==> src/rtl/core/sskps_pkg.sv <==
// Package for the stable smallest-k point selector.
// Holds store sizing, the stored point type and the controller/datapath link types.
// No dependencies.
`default_nettype none

package sskps_pkg;

    localparam int KEEP_DEPTH = 64;
    localparam int MAX_OUT    = 64;
    localparam int IDX_W      = (KEEP_DEPTH > 1) ? $clog2(KEEP_DEPTH) : 1;
    localparam int CNT_W      = $clog2(KEEP_DEPTH + 1);
    localparam int MAXC_W     = 7;
    localparam int OUT_W      = (CNT_W > MAXC_W) ? CNT_W : MAXC_W;
    localparam int PADDR_W    = 3;

    localparam logic [MAXC_W-1:0] MAXC_RESET    = 7'd64;
    localparam logic               REG_MAX_COUNT = 1'b0;

    typedef struct packed {
        logic [31:0] x;
        logic [31:0] y;
        logic [31:0] z;
        logic [31:0] key;
    } entry_t;

    typedef struct packed {
        logic             in_ready;
        logic             rd_en;
        logic [IDX_W-1:0] rd_addr;
        logic             wr_en;
        logic             wr_new;
        logic [IDX_W-1:0] wr_addr;
        logic             load_out;
        logic             out_last;
    } cmd_t;

    typedef struct packed {
        logic in_fire;
        logic pend_last;
        logic key_gt;
        logic out_free;
    } sts_t;

endpackage

`default_nettype wire

==> src/rtl/core/sskps_regs.sv <==
// APB-style configuration register file holding max_count.
// Depends on sskps_pkg.
`default_nettype none

module sskps_regs (
    input  wire logic                         clk,
    input  wire logic                         rst_n,
    input  wire logic                         psel,
    input  wire logic                         penable,
    input  wire logic                         pwrite,
    input  wire logic [sskps_pkg::PADDR_W-1:0] paddr,
    input  wire logic [31:0]                  pwdata,
    output logic      [31:0]                  prdata,
    output logic                              pready,
    output logic      [sskps_pkg::MAXC_W-1:0] max_count
);

    logic [sskps_pkg::MAXC_W-1:0] max_count_reg;
    logic                         hit;

    assign pready = 1'b1;
    assign hit    = (paddr[2] == sskps_pkg::REG_MAX_COUNT);

    always_ff @(posedge clk or negedge rst_n)
    begin
        if (!rst_n)
        begin
            max_count_reg <= sskps_pkg::MAXC_RESET;
        end
        else if (psel && penable && pwrite && pready && hit)
        begin
            max_count_reg <= pwdata[sskps_pkg::MAXC_W-1:0];
        end
    end

    always_comb
    begin
        prdata = 32'd0;
        if (hit)
        begin
            prdata = {{(32 - sskps_pkg::MAXC_W){1'b0}}, max_count_reg};
        end
    end

    assign max_count = max_count_reg;

endmodule

`default_nettype wire

==> config.mk <==
export PLATFORM = sky130hd
export DESIGN_NAME = sskps_regs
export DESIGN_NICKNAME = d
export VERILOG_FILES = /design/src/rtl/core/sskps_pkg.sv /design/src/rtl/core/sskps_regs.sv
export SDC_FILE = /design/constraint.sdc
export NUM_CORES = 1
export LEC_CHECK = 0
export BUFFER_PORTS_ARGS = -buffer_cell sky130_fd_sc_hd__buf_4
export CORE_UTILIZATION = 29
export CTS_CLUSTER_SIZE = 10
export DETAILED_ROUTE_END_ITERATION = 12
export GPL_TIMING_DRIVEN = 0
export PLACE_DENSITY = 0.79
export SYNTH_ARGS = -nofsm -noshare
export SYNTH_HDL_FRONTEND = slang
export SYNTH_SLANG_ARGS = --single-unit
==> constraint.sdc <==
create_clock -name clk -period 0.8 [get_ports clk]
set_input_delay 0.12 -clock clk [delete_from_list [all_inputs] [get_ports clk]]
set_output_delay 0.12 -clock clk [all_outputs]
set_load 0.03 [all_outputs]
==> results of run 1 <==
-- power groups by stage --
stage               clock [mW]  combinational (mW)  sequential [mW]
floorplan                    0               0.520            0.671
global placement             0               0.942            0.517
detailed placement           0               0.951            0.521
CTS                      0.344                1.29            0.500
global route             0.376                1.41            0.511
finish                   0.322                1.34            0.502
-- area by class of cell --
class / count / area share, %
buffer: 26 / 17.8
multi-input combinational: 41 / 25.9
sequential: 7 / 16.7
clock buffer: 4 / 2.39
timing repair buffer: 38 / 34.4
tap: 25 / 2.85
-- how the worst min path moves through the flow --
stage | startpoint | endpoint | depth (start not counted)
6_report | pwdata[0] | max_count[0] | 2
3_3_place_gp | rst_n | max_count[2] | 1
2_1_floorplan | rst_n | max_count[0] | 0
4_1_cts | pwdata[0] | max_count[0] | 2
5_1_grt | pwdata[4] | max_count[4] | 2
3_5_place_dp | rst_n | max_count[5] | 1
-- cell families after synthesis --
logic type             synth area share, %
buffers and inverters                 35.9
DFF                                   32.5
muxes                                 14.5
other                                 1.38
and+or+nand+nor                       15.7
-- stage by stage --
step | power [mW] | cells | cell area [um^2] | hold slack [ns] | TNS [ns]
6_report | 2.17 | 141 | 1100 | 0.0976 | -4.64
5_1_grt | 2.29 | 141 | 1100 | 0.0785 | -5.34
4_1_cts | 2.13 | 139 | 1080 | 0.0864 | -4.59
3_5_place_dp | 1.47 | 125 | 890 | -0.0595 | -1.88
3_3_place_gp | 1.46 | 125 | 890 | -0.0656 | -1.79
2_1_floorplan | 1.19 | 74 | 663 | -0.176 | -0.868
-- what timing repair did --
item | CTS | global route
gates resized for setup | 22 | 2
pin swaps | 0 | 0
setup buffers | 9 | 2
setup endpoints to repair | 14 | 21
hold buffers | 1 | 0
hold endpoints to repair | 7 | 0
-- placed cells by master, fill, tap and decap left out --
cell,synthesis,layout
nand4b_4,1,1
dfstp_2,1,1
clkbuf_4,0,3
buf_6,0,24
mux2_2,7,1
dfrtp_2,0,6
conb_1,2,26
clkbuf_1,0,1
mux2_4,0,6
and2b_2,7,7
buf_4,26,39
dlygate4sd3_1,0,1
-- metal layers --
layer / global-route usage, % / vias up
met1: 10.8 / 200
met2: 25.8 / 29
met3: 5.60 / 0
met4: 5.45 / 0
met5: 0 / -
li1: - / 240
==> metrics, run 1 <==
status=complete, but fails checks; failing checks=setup timing; metal3 WL=132 um; Setup Skew=0 ns; Post-Syn Area=approximately 540 um^2; sequential share of the synthesized area=roughly a third; Setup crit start kind=flip-flop; total grt overflow=0; clk slew on worst S/H paths=0.05 ns; Worst Path Buf+Inv=1; vias in the first global route=approximately 440; Final min period=1.17 ns; number of synthesized flops with an enable pin=0; TritonCTS Buffers=3; RR Startpoint=max_count[4]; Fillers=152; R2R cell count=3; Yosys reg bits=7; power per cell area=1970 mW/mm^2; CTS Buffer Depth=2; combinational share of power=between 60 and 70%; Sw Share=a little under two fifths; clk sinks=7; total number of vias=between 400 and 500; Tcrit/Tclk final=146%; met1 WL=between 300 and 400 um; Max-Cap Viols=0; Worst R2R Setup Slack=-0.18 ns; root buffer cell=clkbuf_4; CP Data Required Time=around 0.68 ns; FP Rows=15; net switching power figure=0.813 mW; CP endpoint kind=output port; largest net degree at the start of global routing=9; I/O Pins=80; fmax=approximately 0.86 GHz; number of distinct library cells after synthesis=7; top sig layer=met3; Port Buffers=26; clock group share of total power=14.8%; Hold WC Path Type=in2reg; ratio of cells with drive above 1 in the final layout=between 70 and 80%; gr usage total=between 10% and 20%; Worst-Skew Late Latency=about 0.25 ns; RSZ-0062 raised after global routing=yes; Area Overhead vs Synth=102%; cell family with most CP delay=flip-flops; Reg area=184 um^2; final WL=between 1 and 1.5 mm; Internal Power=around 1.4 mW; starting DRC count in detailed routing=1; CP Launch Point=max_count[6]; top cell type's share of synthesized area=a little over a third; count leader, synth=buf_4; Seq pwr share=23.2%; Synth area leaders=buf_4 36%, dfrtp_1 28%, mux2_2 15%; multi-input logic area=~280 um^2; die height=about 45 um; Max Slew Vio Count=0; wire length per cell=8.67 um; Synth top cells by count=26 x buf_4, 7 x and2b_2, 7 x mux2_2; final setup margin=-0.365 ns; 1st-pass router iterations=3; Core Area=~0.0017 mm^2; Reg2Reg Capture Point=max_count[4]; initial antenna violation count=0; fin nets=roughly 160; DP Worst Slack=-0.214 ns; first-pass GRT wire length=approximately 1.8 mm; Synth Instances=50; maximum vdd drop=0.00106 V; final setup fails=21; WL met2=between 600 and 700 um; Worst path max stage delay=0.52 ns; n_diodes=0; routability cong.=0.619; critical path's slowest cell=dfstp_2; highest net fanout along the worst path=2; Levels on crit path=2; DRC viols=0; htree depth=1; Leakage=approximately 0.64 nW; Mean Syn Cell Area=roughly 11 um^2; max reg flops=7; Critical Path Sink=prdata[6]; post-route core utilization=between 60% and 70%; crit path kind=reg2out; top_reg_cell synth=dfrtp_1; CTS tree=done; arrival time worst endpoint=approximately 1.1 ns; area leader, netlist=buf_4; Die X=~45 um; cells along the critical path=and2b_2, buf_6; YS warnings=0; Final Hold Viols=0; Die Area=around 0.0020 mm^2; Vias/cell=3.33; Detail Route Antenna Nets=0; Post-synth ARST share=100%; Initial Util=between 30% and 40%
(Power assumes the default switching activity.)
==> run 2, diff against run 1 <==
--- a/config.mk
+++ b/config.mk
@@ -5,8 +5,9 @@
 export SDC_FILE = /design/constraint.sdc
 export NUM_CORES = 1
 export LEC_CHECK = 0
+export ABC_AREA = 1
 export BUFFER_PORTS_ARGS = -buffer_cell sky130_fd_sc_hd__buf_4
-export CORE_UTILIZATION = 29
+export CORE_UTILIZATION = 30
 export CTS_CLUSTER_SIZE = 10
 export DETAILED_ROUTE_END_ITERATION = 12
 export GPL_TIMING_DRIVEN = 0
==> constraint.sdc (replaced) <==
create_clock -name clk -period 1.2 [get_ports clk]
set_input_delay 0.18 -clock clk [delete_from_list [all_inputs] [get_ports clk]]
set_output_delay 0.18 -clock clk [all_outputs]
set_load 0.03 [all_outputs]
==> run 2 against run 1 <==
Routed wire length fell by 13%. Total power fell by 48%. The flow still finishes with violations (setup timing). Worst setup slack improved by 0.36 ns. Via count rose by 12%. Largest cell class unchanged. Highest routed layer unchanged.
==> metrics, run 2 <==
status=complete, but fails checks; failing checks=setup timing; total grt overflow=0 (unchanged); critical path's slowest cell=dfstp_2; Die X=45.7 um (+0.96%); Fillers=196 (+29%); Levels on crit path=3 (+1); Synth area leaders=buf_4 34%, dfrtp_1 26%, nand2_1 9.8%; number of synthesized flops with an enable pin=0 (unchanged); met1 Usage GRT=12.5% (+1.7 points); DRC viols=0 (unchanged); Max-Cap Viols=0 (unchanged); Sw Share=43.2% (+5.6 points); Area Overhead vs Synth=65.5%; CP endpoint kind=output port; Core Area=0.00176 mm^2 (+1.1%); Worst Hold Path Cells=3 (+1); number of distinct library cells after synthesis=12 (+5); cell family with most CP delay=flip-flops; Final min period=approximately 1.2 ns; most frequent cells in the layout=51 x buf_4, 26 x conb_1, 15 x nand2_1, 7 x inv_1, 7 x nand3_1; busiest grt layer=met2; fmax=between 0.8 and 0.9 GHz; Placed Area=885 um^2 (-0.56%); fin nets=173 (+10%); gr usage total=9.96% (-3.0 points); R2R cell count=4 (+1); Worst-Skew Late Latency=0.25 ns (about the same); TritonCTS Buffers=3 (unchanged); clk slew on worst S/H paths=0.05 ns (about the same); Initial Util=32.5% (+1.4 points); combinational share of power=52.9% (-9.1 points); Max Slew Vio Count=0 (unchanged); Hold WS=0.158 ns (+0.0601 ns); CTS tree=done; Worst Path Buf+Inv=2 (+1); Mean Syn Cell Area=7.54 um^2 (-31%); Synth Instances=76 (+52%); Post-Syn Area=573 um^2 (+5.5%); max reg flops=7 (unchanged); Setup Skew=0 ns (unchanged); Hold WC Path Type=in2reg; final WL=1.06 mm (-13%); total power=1.13 mW (-48%); first-pass GRT wire length=1.45 mm (-19%); Tcrit/Tclk final=100%; sequential share of the synthesized area=30.8% (-1.7 points); arrival time worst endpoint=1.02 ns (-0.03 ns); htree depth=1 (unchanged); cells along the critical path=inv_2, nor2_4, buf_6; area leader, netlist=buf_4; Post-Route Setup TNS=-0.00156 ns (+4.64 ns); highest net fanout along the worst path=2 (unchanged); vias in the first global route=366 (-16%); commonest non-fill, non-tap cell in the layout=buf_4; YS warnings=0 (unchanged); Final Hold Viols=0 (unchanged); ratio of cells with drive above 1 in the final layout=47.7% (-28 points); met3 usage=3.57% (-2.0 points); Detail Route Antenna Nets=0 (unchanged); RSZ-0062 raised after global routing=yes; total number of vias=524 (+12%); die height=45.7 um (+0.96%); Post-synth ARST share=100% (unchanged); routability cong.=0.696 (+13%); largest net degree at the start of global routing=9 (unchanged); n_diodes=0 (unchanged); FP Rows=15 (unchanged); Hold Path Origin=pwdata[6]; I/O Pins=80 (unchanged); 1st-pass router iterations=4 (+1); Die Area=0.00209 mm^2 (+1.9%); Vias/cell=3.34 (+0.34%); post-DP HPWL=about 920 um; CP Data Required Time=1.02 ns (+0.34 ns); CP Launch Point=max_count[6]; crit path kind=reg2out; RR Startpoint=max_count[6]; final setup fails=1 (-95%); clk sinks=7 (unchanged); net switching power figure=0.487 mW (-40%); Port Buffers=25 (-3.8%); post-route core utilization=53.8% (-9.2 points); CTS Buffer Depth=2 (unchanged); Internal Power=0.641 mW (-53%); root buffer cell=clkbuf_4; wire length per cell=6.76 um (-22%); fin area=948 um^2 (-14%); top_reg_cell synth=dfrtp_1; Seq pwr share=28.3% (+5.1 points); Leakage=0.606 nW (-5.5%); count leader, synth=buf_4; Yosys reg bits=7 (unchanged); maximum vdd drop=0.000653 V (-39%); Setup crit start kind=flip-flop; top cell type's share of synthesized area=34.1% (-1.9 points); clock group share of total power=18.8% (+4.0 points); Worst path max stage delay=0.53 ns (about the same); GR Util met2=14.9% (-11 points); starting DRC count in detailed routing=11 (+10); Synth top cells by count=26 x buf_4, 15 x nand2_1, 8 x inv_1; final setup margin=-0.00156 ns (+0.364 ns); power per cell area=1190 mW/mm^2 (-40%); initial antenna violation count=0 (unchanged)
-- run 2: per-stage QoR --
stage               cells  setup WS, ns
floorplan             100        0.0382
global placement      150         0.225
detailed placement    150         0.225
CTS                   157       -0.0337
global route          157       -0.0482
finish                157      -0.00156
-- run 2: repair_timing --
action	CTS	global route
gates resized for setup	3	1
endpoints found under the setup margin	1	2
pin swaps	1	1
hold buffers	1	0
hold endpoints to repair	7	0
buffers inserted	2	0
-- run 2: cell families (layout without fill, tap and decap cells) --
kind of cell / after synthesis / in the layout / synth area share (%)
simple gates: 31 / 31 / 26.0
other cells: 2 / 26 / 1.31
flops: 7 / 7 / 30.8
buf+inv: 36 / 68 / 41.9
-- run 2: cell type report --
class	count	area [um^2]	share of cell area (%)
multi-input cells	57	254	26.8
well taps	25	31.3	3.30
repair buffers	28	220	23.2
flip-flops and latches	7	176	18.6
inverters	9	33.8	3.56
plain buffers	27	206	21.8
clock buffers	4	26.3	2.77
-- run 2: power by group through the flow --
stage / sequential, mW / clock (mW) / combinational [mW]
floorplan: 0.410 / 0 / 0.311
global placement: 0.325 / 0 / 0.553
detailed placement: 0.326 / 0 / 0.559
CTS: 0.321 / 0.213 / 0.591
global route: 0.326 / 0.233 / 0.634
finish: 0.319 / 0.212 / 0.596
-- run 2: layer usage --
| metal | share of wire [%] | routed length (um) |
|---|---|---|
| met5 | 0 | 0 |
| met4 | 0 | 0 |
| met3 | 14 | 148 |
| met2 | 46 | 493 |
| met1 | 39 | 419 |
-- run 2: path summary, 6_finish.rpt --
kind | slack (ns) | to
max | -0.002 | prdata[6]
min | 0.16 | max_count[6]
max reg2reg | 0.31 | max_count[6]
min reg2reg | 0.51 | max_count[0]
max in group asynchronous | 0.72 | max_count[6]
min in group asynchronous | 0.28 | max_count[3]
-- run 2: worst reg2reg max path, stage by stage (launching register included) --
cell	delay, ns
dfstp_2	0.53
buf_4	0.11
buf_4	0.10
nand2_1	0.05
nand2_1	0.05
